[src/rtl/core/pwmc_pkg.sv]
// Shared types and constants for the PWM capture block.
package pwmc_pkg;

  // Register indexes on the configuration port.
  localparam logic [7:0] RegTimeoutMs     = 8'd0;
  localparam logic [7:0] RegStuckHighFull = 8'd1;
  localparam logic [7:0] RegMinPeriodUs   = 8'd2;
  localparam logic [7:0] RegMaxPeriodUs   = 8'd3;

  localparam int CfgIndexW = 8;
  localparam int CfgDataW  = 20;

  // Register reset values.
  localparam logic [15:0] TimeoutReset   = 16'd500;
  localparam logic [19:0] MinPeriodReset = 20'd100;
  localparam logic [19:0] MaxPeriodReset = 20'd1000000;

  // Scaling constants for the result fields.
  localparam logic [13:0] DutyFull   = 14'd10000;
  localparam logic [19:0] FreqMax    = 20'd1000000;
  localparam logic [19:0] FreqSatPer = 20'd100;
  localparam int          DivW       = 34;
  localparam int          DivSteps   = DivW / 2;
  localparam int          DivCntW    = $clog2(DivSteps);
  localparam logic [DivW-1:0] FreqNum = DivW'(100000000);

  // Input item.
  typedef struct packed {
    logic        req_type;
    logic        pin_level;
    logic [31:0] time_us;
    logic [31:0] time_ms;
  } req_t;

  // Result item.
  typedef struct packed {
    logic [13:0] duty_hundredths;
    logic [19:0] freq_centihz;
    logic        present;
    logic [31:0] edge_age_ms;
    logic        timed_out;
  } rsp_t;

  // Commands from the controller to the datapath.
  typedef struct packed {
    logic take_edge;
    logic take_poll;
    logic start_duty;
    logic start_freq;
    logic save_duty;
    logic save_freq;
    logic load_out;
  } cmd_t;

  // Status from the datapath to the controller.
  typedef struct packed {
    logic poll_div;
    logic div_done;
  } status_t;

endpackage

[src/rtl/core/pwmc_div.sv]
// Restoring divider that retires two quotient bits per cycle.
module pwmc_div (
  input  logic                         clk,
  input  logic                         rst,
  input  logic                         start,
  input  logic [pwmc_pkg::DivW-1:0]    dividend,
  input  logic [19:0]                  divisor,
  output logic                         done,
  output logic [pwmc_pkg::DivW-1:0]    quotient
);

  logic [pwmc_pkg::DivW-1:0]   quo;
  logic [19:0]                 rem;
  logic [19:0]                 dsr;
  logic [pwmc_pkg::DivCntW-1:0] cnt;
  logic                        busy;

  logic [20:0] trial1;
  logic [20:0] trial2;
  logic [19:0] rem1;
  logic [19:0] rem2;
  logic        bit1;
  logic        bit2;

  // Two conditional subtract steps on the partial remainder.
  always_comb begin
    trial1 = {rem, quo[pwmc_pkg::DivW-1]};
    bit1   = trial1 >= {1'b0, dsr};
    rem1   = bit1 ? 20'(trial1 - {1'b0, dsr}) : trial1[19:0];
    trial2 = {rem1, quo[pwmc_pkg::DivW-2]};
    bit2   = trial2 >= {1'b0, dsr};
    rem2   = bit2 ? 20'(trial2 - {1'b0, dsr}) : trial2[19:0];
  end

  // The dividend shifts out at the top while quotient bits shift in below.
  always_ff @(posedge clk) begin
    if (rst) begin
      busy <= 1'b0;
      cnt  <= '0;
      done <= 1'b0;
    end else begin
      done <= 1'b0;
      if (start) begin
        busy <= 1'b1;
        cnt  <= '0;
        quo  <= dividend;
        rem  <= '0;
        dsr  <= divisor;
      end else if (busy) begin
        quo <= {quo[pwmc_pkg::DivW-3:0], bit1, bit2};
        rem <= rem2;
        cnt <= cnt + 1'b1;
        if (cnt == pwmc_pkg::DivCntW'(pwmc_pkg::DivSteps - 1)) begin
          busy <= 1'b0;
          done <= 1'b1;
        end
      end
    end
  end

  assign quotient = quo;

endmodule

[src/rtl/core/pwmc_dp.sv]
// Datapath: configuration, capture state, poll evaluation and result register.
module pwmc_dp (
  input  logic                              clk,
  input  logic                              rst,
  input  pwmc_pkg::req_t                    req_data,
  input  logic                              cfg_we,
  input  logic [pwmc_pkg::CfgIndexW-1:0]    cfg_index,
  input  logic [pwmc_pkg::CfgDataW-1:0]     cfg_wdata,
  input  pwmc_pkg::cmd_t                    cmd,
  output pwmc_pkg::status_t                 st,
  output pwmc_pkg::rsp_t                    rsp_data
);

  // Configuration registers.
  logic [15:0] timeout_ms;
  logic        stuck_high_full;
  logic [19:0] min_period_us;
  logic [19:0] max_period_us;

  // Capture state.
  logic [31:0] rise_stamp;
  logic [31:0] fall_stamp;
  logic [19:0] valid_period;
  logic [19:0] valid_high;
  logic        new_edge_seen;
  logic [31:0] last_edge_ms;
  logic        loss_latch;

  // Pending result fields.
  logic [13:0] res_duty;
  logic [19:0] res_freq;
  logic        res_present;
  logic [31:0] res_age;
  logic        res_timed_out;

  // Edge evaluation.
  logic [31:0] period;
  logic [31:0] high_time;
  logic        cycle_ok;

  // Poll evaluation.
  logic [31:0] last_next;
  logic [31:0] age_raw;
  logic [31:0] timeout_ext;
  logic        lost;
  logic        full_level;
  logic [31:0] age_out;

  // Divider interface.
  logic [pwmc_pkg::DivW-1:0] div_dividend;
  logic [pwmc_pkg::DivW-1:0] div_quotient;
  logic                      div_done;
  logic [13:0]               duty_q;

  always_comb begin
    period    = req_data.time_us - rise_stamp;
    high_time = fall_stamp - rise_stamp;
    cycle_ok  = (period >= {12'd0, min_period_us}) && (period <= {12'd0, max_period_us}) &&
                (high_time <= period);
  end

  always_comb begin
    last_next   = new_edge_seen ? req_data.time_ms : last_edge_ms;
    age_raw     = req_data.time_ms - last_next;
    timeout_ext = {16'd0, timeout_ms};
    lost        = (loss_latch && !new_edge_seen) || (age_raw >= timeout_ext);
    full_level  = req_data.pin_level && stuck_high_full;
    age_out     = (lost && (age_raw < timeout_ext)) ? timeout_ext : age_raw;
  end

  assign st.poll_div = !lost && (valid_period != 20'd0);
  assign st.div_done = div_done;

  // The product of the high time and the duty scale is the duty dividend.
  assign div_dividend = cmd.start_duty ?
                        pwmc_pkg::DivW'(valid_high) * pwmc_pkg::DivW'(pwmc_pkg::DutyFull) :
                        pwmc_pkg::FreqNum;

  pwmc_div u_div (
    .clk      (clk),
    .rst      (rst),
    .start    (cmd.start_duty || cmd.start_freq),
    .dividend (div_dividend),
    .divisor  (valid_period),
    .done     (div_done),
    .quotient (div_quotient)
  );

  assign duty_q = (div_quotient > pwmc_pkg::DivW'(pwmc_pkg::DutyFull)) ?
                  pwmc_pkg::DutyFull : div_quotient[13:0];

  // Configuration writes and capture state.
  always_ff @(posedge clk) begin
    if (rst) begin
      timeout_ms      <= pwmc_pkg::TimeoutReset;
      stuck_high_full <= 1'b0;
      min_period_us   <= pwmc_pkg::MinPeriodReset;
      max_period_us   <= pwmc_pkg::MaxPeriodReset;
      rise_stamp      <= '0;
      fall_stamp      <= '0;
      valid_period    <= '0;
      valid_high      <= '0;
      new_edge_seen   <= 1'b0;
      last_edge_ms    <= '0;
      loss_latch      <= 1'b0;
    end else begin
      if (cfg_we) begin
        case (cfg_index)
          pwmc_pkg::RegTimeoutMs:     timeout_ms      <= cfg_wdata[15:0];
          pwmc_pkg::RegStuckHighFull: stuck_high_full <= cfg_wdata[0];
          pwmc_pkg::RegMinPeriodUs:   min_period_us   <= cfg_wdata;
          pwmc_pkg::RegMaxPeriodUs:   max_period_us   <= cfg_wdata;
          default: ;
        endcase
      end
      if (cmd.take_edge) begin
        new_edge_seen <= 1'b1;
        if (req_data.pin_level) begin
          rise_stamp <= req_data.time_us;
          if (cycle_ok) begin
            valid_period <= period[19:0];
            valid_high   <= high_time[19:0];
          end
        end else begin
          fall_stamp <= req_data.time_us;
        end
      end
      if (cmd.take_poll) begin
        new_edge_seen <= 1'b0;
        last_edge_ms  <= last_next;
        loss_latch    <= lost;
        if (lost) begin
          valid_period <= '0;
          valid_high   <= '0;
        end
      end
    end
  end

  // Pending result fields and the output register.
  always_ff @(posedge clk) begin
    if (cmd.take_poll) begin
      res_age       <= age_out;
      res_timed_out <= lost;
      res_freq      <= '0;
      if (lost) begin
        res_present <= full_level;
        res_duty    <= full_level ? pwmc_pkg::DutyFull : 14'd0;
      end else begin
        res_present <= valid_period != 20'd0;
        res_duty    <= '0;
      end
    end
    if (cmd.save_duty) begin
      res_duty <= duty_q;
    end
    if (cmd.save_freq) begin
      res_freq <= (valid_period < pwmc_pkg::FreqSatPer) ? pwmc_pkg::FreqMax :
                  div_quotient[19:0];
    end
    if (cmd.load_out) begin
      rsp_data.duty_hundredths <= res_duty;
      rsp_data.freq_centihz    <= res_freq;
      rsp_data.present         <= res_present;
      rsp_data.edge_age_ms     <= res_age;
      rsp_data.timed_out       <= res_timed_out;
    end
  end

endmodule

[src/rtl/core/pwmc_ctrl.sv]
// Controller: sequences edge capture, poll evaluation, divisions and result transfer.
module pwmc_ctrl (
  input  logic              clk,
  input  logic              rst,
  input  logic              req_valid,
  input  logic              req_type,
  output logic              req_ready,
  output logic              rsp_valid,
  input  logic              rsp_ready,
  input  pwmc_pkg::status_t st,
  output pwmc_pkg::cmd_t    cmd
);

  typedef enum logic [1:0] {
    IDLE,
    DUTY,
    FREQ,
    PUSH
  } state_t;

  state_t state;
  state_t state_next;
  logic   accept;
  logic   out_free;

  assign req_ready = (state == IDLE);
  assign accept    = req_valid && req_ready;
  assign out_free  = !rsp_valid || rsp_ready;

  // Next state and commands.
  always_comb begin
    state_next     = state;
    cmd            = '0;
    cmd.take_edge  = accept && !req_type;
    cmd.take_poll  = accept && req_type;
    case (state)
      IDLE: begin
        if (cmd.take_poll) begin
          if (st.poll_div) begin
            cmd.start_duty = 1'b1;
            state_next     = DUTY;
          end else begin
            state_next = PUSH;
          end
        end
      end
      DUTY: begin
        if (st.div_done) begin
          cmd.save_duty  = 1'b1;
          cmd.start_freq = 1'b1;
          state_next     = FREQ;
        end
      end
      FREQ: begin
        if (st.div_done) begin
          cmd.save_freq = 1'b1;
          state_next    = PUSH;
        end
      end
      PUSH: begin
        if (out_free) begin
          cmd.load_out = 1'b1;
          state_next   = IDLE;
        end
      end
      default: state_next = IDLE;
    endcase
  end

  // State and the result valid flag.
  always_ff @(posedge clk) begin
    if (rst) begin
      state     <= IDLE;
      rsp_valid <= 1'b0;
    end else begin
      state <= state_next;
      if (cmd.load_out) begin
        rsp_valid <= 1'b1;
      end else if (rsp_ready) begin
        rsp_valid <= 1'b0;
      end
    end
  end

endmodule

[src/rtl/core/pwm_capture_with_timeout.sv]
// An edge transfer is absorbed without leaving the idle state and gives no result.
// A poll gives one result, which goes straight to the output load when no cycle is stored or the
// signal is lost, and otherwise follows two passes of the shared radix-4 divider (a load
// and 17 steps); the output load waits until the output register is free.
// One item is in work at a time: a poll holds the input until its result is loaded, and the next
// item is taken while a result waits for transfer.
// Synchronous reset restores the register defaults and clears all capture state.
module pwm_capture_with_timeout (
  input  logic                           clk,
  input  logic                           rst,
  input  logic                           req_valid,
  output logic                           req_ready,
  input  pwmc_pkg::req_t                 req_data,
  output logic                           rsp_valid,
  input  logic                           rsp_ready,
  output pwmc_pkg::rsp_t                 rsp_data,
  input  logic                           cfg_we,
  input  logic [pwmc_pkg::CfgIndexW-1:0] cfg_index,
  input  logic [pwmc_pkg::CfgDataW-1:0]  cfg_wdata
);

  pwmc_pkg::cmd_t    cmd;
  pwmc_pkg::status_t st;

  pwmc_ctrl u_ctrl (
    .clk       (clk),
    .rst       (rst),
    .req_valid (req_valid),
    .req_type  (req_data.req_type),
    .req_ready (req_ready),
    .rsp_valid (rsp_valid),
    .rsp_ready (rsp_ready),
    .st        (st),
    .cmd       (cmd)
  );

  pwmc_dp u_dp (
    .clk       (clk),
    .rst       (rst),
    .req_data  (req_data),
    .cfg_we    (cfg_we),
    .cfg_index (cfg_index),
    .cfg_wdata (cfg_wdata),
    .cmd       (cmd),
    .st        (st),
    .rsp_data  (rsp_data)
  );

endmodule
[config.mk]
export PLATFORM = sky130hd
export DESIGN_NAME = pwm_capture_with_timeout
export DESIGN_NICKNAME = d
export VERILOG_FILES = /design/src/rtl/core/pwmc_pkg.sv /design/src/rtl/core/pwmc_div.sv /design/src/rtl/core/pwmc_dp.sv /design/src/rtl/core/pwmc_ctrl.sv /design/src/rtl/core/pwm_capture_with_timeout.sv
export SDC_FILE = /design/constraint.sdc
export NUM_CORES = 1
export LEC_CHECK = 0
export ABC_AREA = 0
export ABC_CLOCK_PERIOD_IN_PS = 10500
export BUFFER_PORTS_ARGS = -buffer_cell sky130_fd_sc_hd__buf_2
export CAP_MARGIN = 10
export CORE_ASPECT_RATIO = 1.1
export CORE_MARGIN = 4
export CORE_UTILIZATION = 38
export CTS_CLUSTER_SIZE = 28
export DETAILED_ROUTE_END_ITERATION = 7
export GPL_TIMING_DRIVEN = 0
export PLACE_DENSITY = 0.62
export SYNTH_ARGS = -nofsm -noshare
export SYNTH_HDL_FRONTEND = slang
export SYNTH_SLANG_ARGS = --single-unit
[constraint.sdc]
create_clock -name clk -period 10.5 [get_ports clk]
set_clock_uncertainty 0.15 [all_clocks]
set_input_delay 3.15 -clock clk [delete_from_list [all_inputs] [get_ports clk]]
set_output_delay 3.15 -clock clk [all_outputs]
set_load 0.005 [all_outputs]
## After elaboration in Yosys (flattened, before gate mapping)

Cells that the tools add are included.

- Register bits: 415
- Input port bits: 99
- Output and inout bits: 70
- Word-level logic and storage cells: 143

- Add/subtract/negate cells: 6
- Multiply operators: 1
- Order comparisons: 9
- Equal/unequal tests: 11
- Mux-type cells: 48
- Bitwise gates (word level): 3
- Reductions and logical operators: 35

Operator list:

| kind | count |
|---|---|
| 2-to-1 mux 20 bit | 16 |
| 2-to-1 mux 34 bit | 3 |
| subtractor 32 bit | 3 |
| 2-to-1 mux 14 bit | 5 |
| greater-or-equal comparator 21 x 20 -> 1 bit | 2 |
| subtractor 20 bit | 2 |
| greater-than comparator 34 x 14 -> 1 bit (second input constant) | 1 |
| greater-or-equal comparator 32 x 16 -> 1 bit | 1 |
| greater-or-equal comparator 32 x 20 -> 1 bit | 1 |
| less-or-equal comparator 32 x 20 -> 1 bit | 1 |
| less-or-equal comparator 32 bit | 1 |
| less-than comparator 32 x 16 -> 1 bit | 1 |
| 2-to-1 mux 32 bit | 1 |
| multiplier 20 x 10 -> 30 bit (second input constant) | 1 |
| less-than comparator 20 x 7 -> 1 bit (second input constant) | 1 |
| nonzero test 20 bit | 1 |
| equality test 8 x 2 -> 1 bit (second input constant) | 2 |
| 2-to-1 mux 16 bit | 1 |
| AND reduction 2 bit | 8 |
| 2-to-1 mux 1 bit | 14 |
| 2-to-1 mux 2 bit | 7 |
| logical AND 1 bit | 9 |
| equality test 8 x 1 -> 1 bit (second input constant) | 1 |
| zero test 8 bit | 1 |
| 15 further kinds | 29 |

## Longest topological paths before layout

Gate-level depths: netlist (run 1).

- Depth in word-level cells: 12
- Depth in mapped cells: 27
- Mapped depth without buffers: 25

## Cells and area by module

Synthesis (run 1) repeated with hierarchy kept, for this count alone.

- Cells, all modules: 3126
- Area, all modules: 28967.8 um2

By module, submodules not included:

| module | times used | cells an instance | area an instance (um2) | sequential area each (um2) |
|---|---|---|---|---|
| pwmc_dp | 1 | 2563 | 22910.7 | 7987.7 |
| pwmc_div | 1 | 532 | 5791.8 | 2362.3 |
| pwmc_ctrl | 1 | 31 | 265.3 | 60.1 |

## Least setup slack after synthesis (run 1)

OpenSTA, ideal clock, no wires.

- Kind: in2reg
- Start point: input req_data[1] in the netlist's numbering
- End point: register u_dp.u_div.quo, in the netlist u_dp.u_div.quotient[0] (enable)
- Library setup time: 0.418 ns
- Data arrival time: 8.730 ns
- Required time: 9.932 ns
- Path slack: 1.202 ns
- Stages: 22
- Path buffers: 1
- Cells stage by stage: mux2i_1 ha_1 nor2b_1 o2111ai_1 and3_1 inv_1 a21o_1 a21oi_1 xnor2_1 ha_1 a21o_1 a21o_1 a211oi_1 o31a_1 o211ai_1 a2111oi_2 nand4bb_1 nor4_4 nand4_4 o31ai_4 buf_6 o21ba_1

- Word-level cells in the longest chain between the ends: 12

RTL lines:

| element | RTL line | text |
|---|---|---|
| from (decl) | pwm_capture_with_timeout.sv:13 | `input pwmc_pkg::req_t req_data,` |
| 2-to-1 mux 32 bit | pwmc_dp.sv:63 | `last_next = new_edge_seen ? req_data.time_ms : last_edge_ms;` |
| subtractor 32 bit (*) | pwmc_dp.sv:64 | `age_raw = req_data.time_ms - last_next;` |
| greater-or-equal comparator 32 x 16 -> 1 bit (*) | pwmc_dp.sv:66 | `lost = (loss_latch && !new_edge_seen) \|\| (age_raw >= timeout_ext);` |
| logical OR 1 bit (*) | pwmc_dp.sv:66 |  |
| zero test 1 bit (*) | pwmc_dp.sv:71 | `assign st.poll_div = !lost && (valid_period != 20'd0);` |
| logical AND 1 bit (*) | pwmc_dp.sv:71 |  |
| 2-to-1 mux 1 bit (*) | pwmc_ctrl.sv:39 | `if (st.poll_div) begin` |
| 2-to-1 mux 1 bit (*) | pwmc_ctrl.sv:38 | `if (cmd.take_poll) begin` |
| 2-to-1 mux 1 bit (*) | pwmc_ctrl.sv:36 | `case (state)` |
| logical OR 1 bit (*) | pwmc_dp.sv:82 | `.start (cmd.start_duty \|\| cmd.start_freq),` |
| nonzero test 2 bit (no source line) (*) | n/a |  |
| AND reduction 2 bit (no source line) (*) | n/a |  |
| to (signal assigned) | pwmc_div.sv:46 | `quo <= dividend;` |
| to (signal assigned) | pwmc_div.sv:50 | `quo <= {quo[pwmc_pkg::DivW-3:0], bit1, bit2};` |
| to (decl) | pwmc_div.sv:12 | `logic [pwmc_pkg::DivW-1:0] quo;` |

Mark *: on every way between the ends. The rest lies on a longest branch, timed or not.
A chain may end at the register's enable or synchronous reset.

## Final worst setup path (run 1)

- Start point: input req_data[1] in the netlist's numbering
- End point: register u_dp.u_div.dsr[13] (enable)

- Word-level cells in the longest chain between the ends: 11

RTL lines:

| element | RTL line | text |
|---|---|---|
| 2-to-1 mux 32 bit | pwmc_dp.sv:63 |  |
| subtractor 32 bit (*) | pwmc_dp.sv:64 |  |
| greater-or-equal comparator 32 x 16 -> 1 bit (*) | pwmc_dp.sv:66 |  |
| logical OR 1 bit (*) | pwmc_dp.sv:66 |  |
| zero test 1 bit (*) | pwmc_dp.sv:71 |  |
| logical AND 1 bit (*) | pwmc_dp.sv:71 |  |
| 2-to-1 mux 1 bit (*) | pwmc_ctrl.sv:39 |  |
| 2-to-1 mux 1 bit (*) | pwmc_ctrl.sv:38 |  |
| 2-to-1 mux 1 bit (*) | pwmc_ctrl.sv:36 |  |
| logical OR 1 bit (*) | pwmc_dp.sv:82 |  |
| AND reduction 2 bit (no source line) (*) | n/a |  |
| to (signal assigned) | pwmc_div.sv:48 | `dsr <= divisor;` |
| to (decl) | pwmc_div.sv:14 | `logic [19:0] dsr;` |

Marks and branches as above.

==> impl_metrics.env, run 1 <==
export IMPL_crit_slowest_cell="and2b_1"
export IMPL_die_area_mm2=0.07883
export IMPL_status="completed"
export IMPL_area_growth_synth_to_final_pct=13.79
export IMPL_htreeDepth=2
export IMPL_synth_area_mm2=0.02827
export IMPL_max_freq_ghz=0.1083
export IMPL_slew_violations=0
export IMPL_grt_pass1_wl_mm=118.6
export IMPL_num_rows=104
export IMPL_worstSetupStartpointType="input pin"
export IMPL_netlist_instances=3057
export IMPL_track_usage=0.1883
export IMPL_die_x_um=268.1
export IMPL_drcViolationCount=0
export IMPL_fin_crit_ps=9235
export IMPL_pin_count=169
export IMPL_drt_wl_total_mm=75.18
export IMPL_syn_area_per_cell_um2=9.248
export IMPL_setup_viol=0
export IMPL_synth_mux_area_frac=0.05483
export IMPL_worst_pin_slew_ps=1144
export IMPL_gr_total_overflow=0
export IMPL_final_common_cell="nand2_1"
export IMPL_cts_clk_slew_worst_paths_ps=60
export IMPL_rsz0062_at_grt="no"
export IMPL_crit_arrival_ps=9300
export IMPL_synth_compound_area_frac=0.1554
export IMPL_synth_adder_area_share=0.1722
export IMPL_ant_nets=0
export IMPL_p_per_area_mw_per_mm2=175.5
export IMPL_synth_seq_cells=415
export IMPL_yosysUniqueCellTypes=101
export IMPL_cpLargestDelayFamily="compound AO/OA/AOI/OAI gates"
export IMPL_final_nets=3735
export IMPL_ys_warn_count=0
export IMPL_async_reset_ff_frac=0
export IMPL_critPathMostFrequentCell="a21o_1"
export IMPL_cts_root_buf="clkbuf_16"
export IMPL_synth_edff_count=210
export IMPL_hpwl_mm=59.74
export IMPL_slowest_delay_ps=650
export IMPL_r2r_setup_slack_ps=2440
export IMPL_place_area_mm2=0.03040
export IMPL_worstRegToRegCells=24
export IMPL_seq_area_mm2=0.01041
export IMPL_antenna_found_initial=7
export IMPL_hold_path_class="flop to flop"
export IMPL_synth_top_family_by_area="adder cells"
export IMPL_yosysSeqAreaShare=0.3682
export IMPL_slew_limit_headroom=0.2317
export IMPL_hp_start="u_dp.res_freq[17]"
export IMPL_final_area_mm2=0.03217
export IMPL_cts_tree="done"
export IMPL_core_area_mm2=0.07352
export IMPL_wl_per_cell_um=17.57
export IMPL_cap_violations=0
export IMPL_synth_ff_type="edfxtp_1"
export IMPL_crit_buf_inv=3
export IMPL_synth_simple_area_share=0.1469
export IMPL_crit_type="input pin to flop"
export IMPL_insertion_delay_ps=600
export IMPL_vias_per_cell=5.195
export IMPL_layout_common_cells="345 x nand2_1, 333 x inv_1, 306 x ha_1"
export IMPL_drtIter0Drc=1159
export IMPL_cts_sinks=415
export IMPL_grt_pass1_vias=21640
export IMPL_crit_path_end_kind="flop"
export IMPL_cp_max_fo=20
export IMPL_start_util=0.3845
export IMPL_grt_max_degree=44
export IMPL_synth_xor_area_frac=0.04120
export IMPL_drtPass1Iterations=5
export IMPL_cts_resized=0
export IMPL_gp_congestion=0.9105
export IMPL_cts_setup_buffers=0
export IMPL_crit_chain="buf_2 > mux2i_1 > ha_1 > nor2b_1 > o2111ai_1 > and3_1 > inv_1 > a21o_1 > a21oi_1 > xnor2_1 > ha_1 > a21o_1 > a21o_1 > a211oi_1 > o31a_1 > o211ai_1 > a2111oi_2 > nand4bb_1 > nor4_4 > nand4_4 > o31ai_4 > buf_6 > and2b_1"
export IMPL_worstReg2RegStart="u_dp.rise_stamp[1]"
export IMPL_dieHeight_um=294.1
export IMPL_cellLeakagePower_nw=13.29
export IMPL_layout_drive_gt1_share=0.1010
export IMPL_final_util=0.4376
export IMPL_worstHoldPathCells=0
export IMPL_syn_nets=3514
export IMPL_period_share=0.8795
export IMPL_portBuffers=167
export IMPL_hold_buffers=0
export IMPL_whs_endpoint="u_dp.rsp_data[51]"
export IMPL_clockBufferDepth=3
export IMPL_multi_input_area_mm2=0.01615
export IMPL_required_ps=10560
export IMPL_cts_made_buffers=48
export IMPL_hold_viol=0
export IMPL_dr_total_vias=22230
export IMPL_nFillCells=7184
export IMPL_peakVddDrop_mv=0.1448
export IMPL_reg2reg_to="u_dp.valid_high[18]"
flip-flops by register name, indices dropped and copies added (netlist names), 2 cells and up:
signal               cells
u_dp.last_edge_ms       32
u_dp.res_age            32
u_dp.u_div.dsr          20
u_dp.res_duty           14
u_dp.timeout_ms         16
u_dp.res_freq           20
u_dp.min_period_us      20
u_dp.fall_stamp         32
u_dp.u_div.cnt           5
u_dp.u_div.quotient     34
u_dp.rsp_data           68
u_dp.valid_high         20
u_dp.valid_period       20
u_ctrl.state             2
u_dp.rise_stamp         32
u_dp.u_div.rem          20
u_dp.max_period_us      20
worst register-to-register path, delay by kind of cell, from the launching register on:
kind                       cells  cell delay [ps]
muxes                          1              320
AOI/OAI and AO/OA              9             3620
buffers and inverters          3              460
xor gates and xnor gates       1              130
DFF                            1              400
adders and majority gates      2              570
and+or+nand+nor                8             2320
layer usage:
metal  up-vias  track usage  routed length [um]
met4         2      0.05961                2301
li1      11210            -                   -
met5         -            0                   7
met2       406       0.3233               36060
met1     10500       0.2473               33700
met3       104      0.02316                3121
synthesized netlist by cell type (all sizes together), types with 23 or more instances:
cell,count,area [um2]
a211oi,63,500.5
a21o,64,480.5
a21oi,226,1142
a31oi,23,150.1
and3,27,168.9
clkbuf,81,304.0
dfxtp,205,4104
edfxtp,210,6306
fa,52,1041
ha,306,3829
inv,333,1250
mux2,23,259.0
mux2i,129,1291
nand2,345,1295
nand2b,24,150.1
nand3,47,240.2
nand4,31,209.0
nor2,250,938.4
nor2b,33,206.5
nor3,54,292.8
o21a,35,262.8
o21ai,107,539.3
xnor2,91,797.0
xor2,42,367.9
per-stage QoR:
step	hold WS [ps]	setup slack, ps	cells	power (W)	setup TNS, ps
after floorplan	250.3	1202	3057	0.003258	0
after global placement	251.1	-779.6	4178	0.003775	-41630
after detailed placement	254.5	704.4	4182	0.003797	0
after CTS	263.8	1310	4271	0.005676	0
after global routing	267.9	904.4	4277	0.005972	0
final	265.3	1265	4278	0.005647	0
worst max-delay path by stage:
stage                      startpoint                      end  slack, ps  cells after the start
after CTS                 req_data[1]       u_dp.u_div.dsr[13]       1310                     23
after detailed placement  req_data[1]       u_dp.u_div.dsr[13]        700                     23
after global routing      req_data[0]       u_dp.u_div.dsr[16]        900                     23
final                     req_data[1]       u_dp.u_div.dsr[13]       1270                     23
after global placement    req_data[1]  u_dp.u_div.quotient[18]       -780                     23
after floorplan           req_data[1]   u_dp.u_div.quotient[0]       1200                     22
area by class of cell:
cell class,instances,share of cell area
antenna,7,0.0005445
buffer,100,0.01497
clock buffer,53,0.03858
clock inverter,36,0.01579
inverter,333,0.03885
multi-input combinational,2209,0.5019
sequential,415,0.3236
tap,954,0.03710
timing repair buffer,171,0.02870
where the power goes:
part	leakage [nW]	internal [W]	total [W]	switching, W
registers	3.58	0.00186	0.00190	0.0000425
clock network	0.829	0.00113	0.00186	0.000732
logic	8.89	0.000726	0.00188	0.00115
kinds of logic after synthesis:
family / Yosys count
AOI/OAI and AO/OA: 667
adders and majority gates: 358
and+or+nand+nor: 899
DFF: 415
muxes: 152
xor gates and xnor gates: 133
buffers and inverters: 433
No activity file was read; power rests on OpenSTA's default activity.
==> run 2: changes to the inputs <==
--- a/config.mk
+++ b/config.mk
@@ -8,5 +8,4 @@
 export ABC_AREA = 0
 export ABC_CLOCK_PERIOD_IN_PS = 10500
-export BUFFER_PORTS_ARGS = -buffer_cell sky130_fd_sc_hd__buf_2
 export CAP_MARGIN = 10
 export CORE_ASPECT_RATIO = 1.1
@@ -15,6 +14,8 @@
 export CTS_CLUSTER_SIZE = 28
 export DETAILED_ROUTE_END_ITERATION = 7
+export DONT_BUFFER_PORTS = 1
 export GPL_TIMING_DRIVEN = 0
-export PLACE_DENSITY = 0.62
+export PLACE_DENSITY = 0.6
+export REMOVE_ABC_BUFFERS = 1
 export SYNTH_ARGS = -nofsm -noshare
 export SYNTH_HDL_FRONTEND = slang
--- a/constraint.sdc
+++ b/constraint.sdc
@@ -3,3 +3,3 @@
 set_input_delay 3.15 -clock clk [delete_from_list [all_inputs] [get_ports clk]]
 set_output_delay 3.15 -clock clk [all_outputs]
-set_load 0.005 [all_outputs]
+set_load 0.05 [all_outputs]
==> impl_metrics.env, run 2 (synthesis results as in run 1) <==
export IMPL_clockBufferDepth=3
export IMPL_crit_type="input pin to flop"
export IMPL_hp_start="u_dp.res_age[26]"
export IMPL_place_ws_ps=570.0
export IMPL_cts_sinks=415
export IMPL_hpwl_mm=53.62
export IMPL_grt_pass1_vias=20510
export IMPL_worstHoldPathCells=0
export IMPL_cts_tree="done"
export IMPL_cts_clk_slew_worst_paths_ps=70
export IMPL_antenna_found_initial=0
export IMPL_track_usage=0.1771
export IMPL_hold_path_class="flop to flop"
export IMPL_seq_area_mm2=0.01041
export IMPL_drcViolationCount=0
export IMPL_die_area_mm2=0.07883
export IMPL_cp_max_fo=21
export IMPL_gr_total_overflow=0
export IMPL_drtIter0Drc=1075
export IMPL_final_common_cell="nand2_1"
export IMPL_final_area_mm2=0.03108
export IMPL_largest_reg_flops=68
export IMPL_status="completed"
export IMPL_place_area_mm2=0.02933
export IMPL_required_ps=10560
export IMPL_regMostFlops="u_dp.rsp_data"
export IMPL_grt_max_degree=169
export IMPL_area_growth_synth_to_final_pct=9.936
export IMPL_core_area_mm2=0.07352
export IMPL_worstReg2RegStart="u_dp.rise_stamp[1]"
export IMPL_cts_resized=0
export IMPL_dr_total_vias=21070
export IMPL_final_nets=3480
export IMPL_htreeDepth=2
export IMPL_slew_limit_headroom=0.1484
export IMPL_grt_pass1_wl_mm=112.7
export IMPL_cts_root_buf="clkbuf_16"
export IMPL_vias_per_cell=5.246
export IMPL_layout_drive_gt1_share=0.05681
export IMPL_whs_endpoint="u_dp.rsp_data[27]"
export IMPL_wl_per_cell_um=17.44
export IMPL_period_share=0.8939
export IMPL_placed_cells=3925
export IMPL_crit_arrival_ps=9450
export IMPL_cts_made_buffers=49
export IMPL_worstSetupStartpointType="input pin"
export IMPL_dieHeight_um=294.1
export IMPL_diodes=0
export IMPL_start_util=0.3845
export IMPL_fin_crit_ps=9385
export IMPL_hold_buffers=0
export IMPL_slew_violations=0
export IMPL_hold_viol=0
export IMPL_die_x_um=268.1
export IMPL_gp_congestion=0.8717
export IMPL_drtPass1Iterations=5
export IMPL_setup_viol=0
export IMPL_cap_violations=0
export IMPL_pin_count=169
export IMPL_nFillCells=7229
export IMPL_reg2reg_to="u_dp.valid_high[18]"
export IMPL_crit_path_end_kind="flop"
export IMPL_layout_common_cells="344 x nand2_1, 332 x inv_1, 306 x ha_1"
export IMPL_multi_input_area_mm2=0.01618
export IMPL_critPathLaunch="req_data[1]"
export IMPL_ant_nets=0
export IMPL_portBuffers=0
export IMPL_drt_wl_total_mm=70.06
export IMPL_fin_ws_ps=1115
export IMPL_peakVddDrop_mv=0.1252
export IMPL_stdcell_count=4017
export IMPL_num_rows=104
export IMPL_p_per_area_mw_per_mm2=180.5
export IMPL_r2r_setup_slack_ps=2380
export IMPL_insertion_delay_ps=600
export IMPL_cts_setup_buffers=0
export IMPL_cellLeakagePower_nw=12.56
export IMPL_rsz0062_at_grt="no"
export IMPL_worst_pin_slew_ps=1266
export IMPL_worstRegToRegCells=23
export IMPL_max_freq_ghz=0.1065
==> run 2: cell count changes in the layout (fill, tap and decap cells not counted), sizes merged <==
cell,delta
buf,-175
diode,-7
clkbuf,-77
bufinv,-2
clkinvlp,-3
inv,+3
==> run 2: worst max-delay path by stage <==
stage / endpoint / cells after the start
2_1_floorplan: u_dp.u_div.quotient[0] / 21
3_3_place_gp: u_dp.u_div.quotient[29] / 21
3_5_place_dp: u_dp.u_div.dsr[10] / 22
4_1_cts: u_dp.u_div.dsr[17] / 22
5_1_grt: u_dp.u_div.dsr[17] / 22
6_report: u_dp.u_div.dsr[17] / 22
==> run 2: routing by layer <==
metal,track usage,part of all wire,vias up
met2,0.2994,0.47,355
met5,0,0,-
met1,0.2305,0.45,9938
li1,-,-,10690
met4,0.04576,0.026,0
met3,0.03805,0.053,94
==> run 2: worst max-delay path: stages <==
cell	delay, ps
mux2i_1	280
ha_1	290
nor2b_1	140
o2111ai_1	440
and3_1	280
inv_1	70
a21o_1	170
a21oi_1	190
xnor2_1	170
ha_1	290
a21o_1	190
a21o_1	170
a211oi_1	220
o31a_1	210
o211ai_1	120
a2111oi_2	550
nand4bb_1	230
nor4_4	300
nand4_4	340
o31ai_4	670
buf_8	270
and2b_1	660
==> run 2: cell type report <==
| class | count | share of cell area |
|---|---|---|
| timing repair buffer | 15 | 0.009903 |
| clock inverter | 34 | 0.01506 |
| clock buffer | 57 | 0.04074 |
| inverter | 333 | 0.04030 |
| multi-input combinational | 2209 | 0.5206 |
| tap | 954 | 0.03840 |
| sequential | 415 | 0.3350 |
==> run 2: per-stage QoR <==
stage / power, W / util / TNS [ps] / hold slack [ps]
2_1_floorplan: 0.003352 / - / 0 / 250.3
3_3_place_gp: 0.003776 / 0.3942 / -75110 / 250.9
3_5_place_dp: 0.003802 / 0.3990 / 0 / 254.5
4_1_cts: 0.005667 / 0.4225 / 0 / 251.0
5_1_grt: 0.005970 / 0.4228 / 0 / 258.0
6_report: 0.005609 / 0.4228 / 0 / 257.9
==> run 2: power by group <==
| part | switching (W) | internal [W] | total, W | leakage (nW) |
|---|---|---|---|---|
| clock network | 0.000736 | 0.00110 | 0.00184 | 0.832 |
| registers | 0.000156 | 0.00186 | 0.00202 | 3.58 |
| logic | 0.00106 | 0.000696 | 0.00175 | 8.15 |
==> run 3: changes to the inputs <==
CTS_BUF_LIST = sky130_fd_sc_hd__clkbuf_8   (was not set)
==> impl_metrics.env, run 3 (synthesis results as in run 1) <==
export IMPL_wl_met3_mm=3.786
export IMPL_crit_path_end="u_dp.u_div.dsr[15]"
export IMPL_cts_resized=0
export IMPL_htreeDepth=3
export IMPL_hold_path_class="flop to flop"
export IMPL_area_growth_synth_to_final_pct=9.210
export IMPL_layout_common_cells="353 x inv_1, 344 x nand2_1, 306 x ha_1"
export IMPL_period_share=0.8841
export IMPL_power_switching_w=0.001935
export IMPL_ant_nets=0
export IMPL_final_common_cell="inv_1"
export IMPL_wl_per_cell_um=17.36
export IMPL_required_ps=10630
export IMPL_hold_buffers=0
export IMPL_crit_path_end_kind="flop"
export IMPL_dr_wl_met2_mm=33.56
export IMPL_crit_chain="mux2i_1 > ha_1 > nor2b_1 > o2111ai_1 > and3_1 > inv_1 > a21o_1 > a21oi_1 > xnor2_1 > ha_1 > a21o_1 > a21o_1 > a211oi_1 > o31a_1 > o211ai_1 > a2111oi_2 > nand4bb_1 > nor4_4 > nand4_4 > o31ai_4 > buf_8 > and2b_1"
export IMPL_crit_arrival_ps=9410
export IMPL_status="completed"
export IMPL_layout_drive_gt1_share=0.06431
export IMPL_seq_power_share=0.379
export IMPL_crit_type="input pin to flop"
export IMPL_final_nets=3507
export IMPL_cts_made_buffers=76
export IMPL_hold_viol=0
export IMPL_cts_tree="done"
export IMPL_wl_met1_mm=31.72
export IMPL_die_area_mm2=0.07883
export IMPL_grt_pass1_vias=20780
export IMPL_max_freq_ghz=0.1077
export IMPL_crit_slowest_cell="and2b_1"
export IMPL_insertion_delay_ps=660
export IMPL_grt_pass1_wl_mm=113.4
export IMPL_pin_count=169
export IMPL_p_per_area_mw_per_mm2=172.8
export IMPL_grt_max_degree=169
export IMPL_dr_total_vias=21250
export IMPL_antenna_found_initial=1
export IMPL_p_int_w=0.003401
export IMPL_setup_viol=0
export IMPL_drtPass1Iterations=5
export IMPL_clock_power_share=0.293
export IMPL_drcViolationCount=0
export IMPL_cts_clk_slew_worst_paths_ps=60
export IMPL_die_x_um=268.1
export IMPL_final_util=0.4200
export IMPL_peakVddDrop_mv=0.1004
export IMPL_slew_limit_headroom=0.1153
export IMPL_critPathMostFrequentCell="a21o_1"
export IMPL_p_comb_frac=0.328
export IMPL_track_usage=0.1788
export IMPL_num_rows=104
export IMPL_cp_max_fo=21
export IMPL_highest_layer="met4"
export IMPL_worstSetupStartpointType="input pin"
export IMPL_drt_wl_total_mm=70.58
export IMPL_portBuffers=0
export IMPL_critPathLaunch="req_data[1]"
export IMPL_vias_per_cell=5.228
export IMPL_slew_violations=0
export IMPL_clockBufferDepth=3
export IMPL_cts_root_buf="clkbuf_8"
export IMPL_dieHeight_um=294.1
export IMPL_slowest_delay_ps=670
export IMPL_hpwl_mm=53.62
export IMPL_worstReg2RegStart="u_dp.rise_stamp[1]"
export IMPL_worstRegToRegCells=23
export IMPL_regMostFlops="u_dp.rsp_data"
export IMPL_cap_violations=0
export IMPL_power_w=0.005335
export IMPL_worst_pin_slew_ps=1315
export IMPL_start_util=0.3845
export IMPL_largest_reg_flops=68
export IMPL_worstHoldPathCells=0
export IMPL_reg2reg_to="u_dp.valid_high[18]"
export IMPL_cellLeakagePower_nw=12.59
export IMPL_drtIter0Drc=989
export IMPL_gr_total_overflow=0
export IMPL_rsz0062_at_grt="no"
export IMPL_cts_setup_buffers=0
export IMPL_gp_congestion=0.8717
export IMPL_core_area_mm2=0.07352
export IMPL_swShare=0.3626
export IMPL_cts_sinks=415
export IMPL_r2r_setup_slack_ps=2270
export IMPL_fin_crit_ps=9283
run 3: per-stage QoR:
stage | instances | TNS, ps | worst slack (ps) | hold slack (ps) | area (um2)
3_3_place_gp | 3911 | -75110 | -1238 | 250.9 | 28990
6_report | 4065 | 0 | 1217 | 263.1 | 30880
4_1_cts | 4063 | 0 | 1232 | 261.5 | 30860
3_5_place_dp | 3925 | 0 | 570.0 | 254.5 | 29330
2_1_floorplan | 2957 | 0 | 844.2 | 250.3 | 27790
5_1_grt | 4065 | 0 | 799.5 | 270.6 | 30880
run 3: worst min-delay path by stage:
stage / end / slack, ps / start
2_1_floorplan: u_dp.rsp_data[0] / 250 / u_dp.res_timed_out
3_3_place_gp: u_dp.rsp_data[32] / 250 / u_dp.res_age[31]
3_5_place_dp: u_dp.rsp_data[16] / 250 / u_dp.res_age[15]
4_1_cts: u_dp.rsp_data[16] / 260 / u_dp.res_age[15]
5_1_grt: u_dp.rsp_data[27] / 270 / u_dp.res_age[26]
6_report: u_dp.rsp_data[16] / 260 / u_dp.res_age[15]
run 3: power groups by stage:
stage / sequential (W) / combinational [W] / clock [W]
global route: 0.00203 / 0.00198 / 0.00169
finish: 0.00202 / 0.00175 / 0.00156
detailed placement: 0.00206 / 0.00174 / 0
global placement: 0.00207 / 0.00170 / 0
floorplan: 0.00205 / 0.00131 / 0
CTS: 0.00202 / 0.00175 / 0.00161
run 3: cell type report:
| cell class | count | area, um2 |
|---|---|---|
| Antenna cell | 1 | 2.502 |
| Clock buffer | 87 | 1197 |
| Tap cell | 954 | 1194 |
| Fill cell | 7278 | 42640 |
| Inverter | 333 | 1252 |
| Multi-Input combinational cell | 2209 | 16180 |
| Timing Repair Buffer | 15 | 307.8 |
| Sequential cell | 415 | 10410 |
| Clock inverter | 51 | 329.1 |
run 3: metal layers:
| layer | global-route usage | up-vias |
|---|---|---|
| met5 | 0 | - |
| met4 | 0.05063 | 0 |
| met3 | 0.04039 | 80 |
| met2 | 0.3021 | 351 |
| met1 | 0.2300 | 10050 |
| li1 | - | 10770 |
run 3: critical path: cells and delay by family:
kind,cells,cell delay [ps]
AOI/OAI and AO/OA,10,2890
xor gates and xnor gates,1,170
adders and majority gates,2,580
buffers and inverters,2,340
muxes,1,280
and+or+nand+nor,6,1950
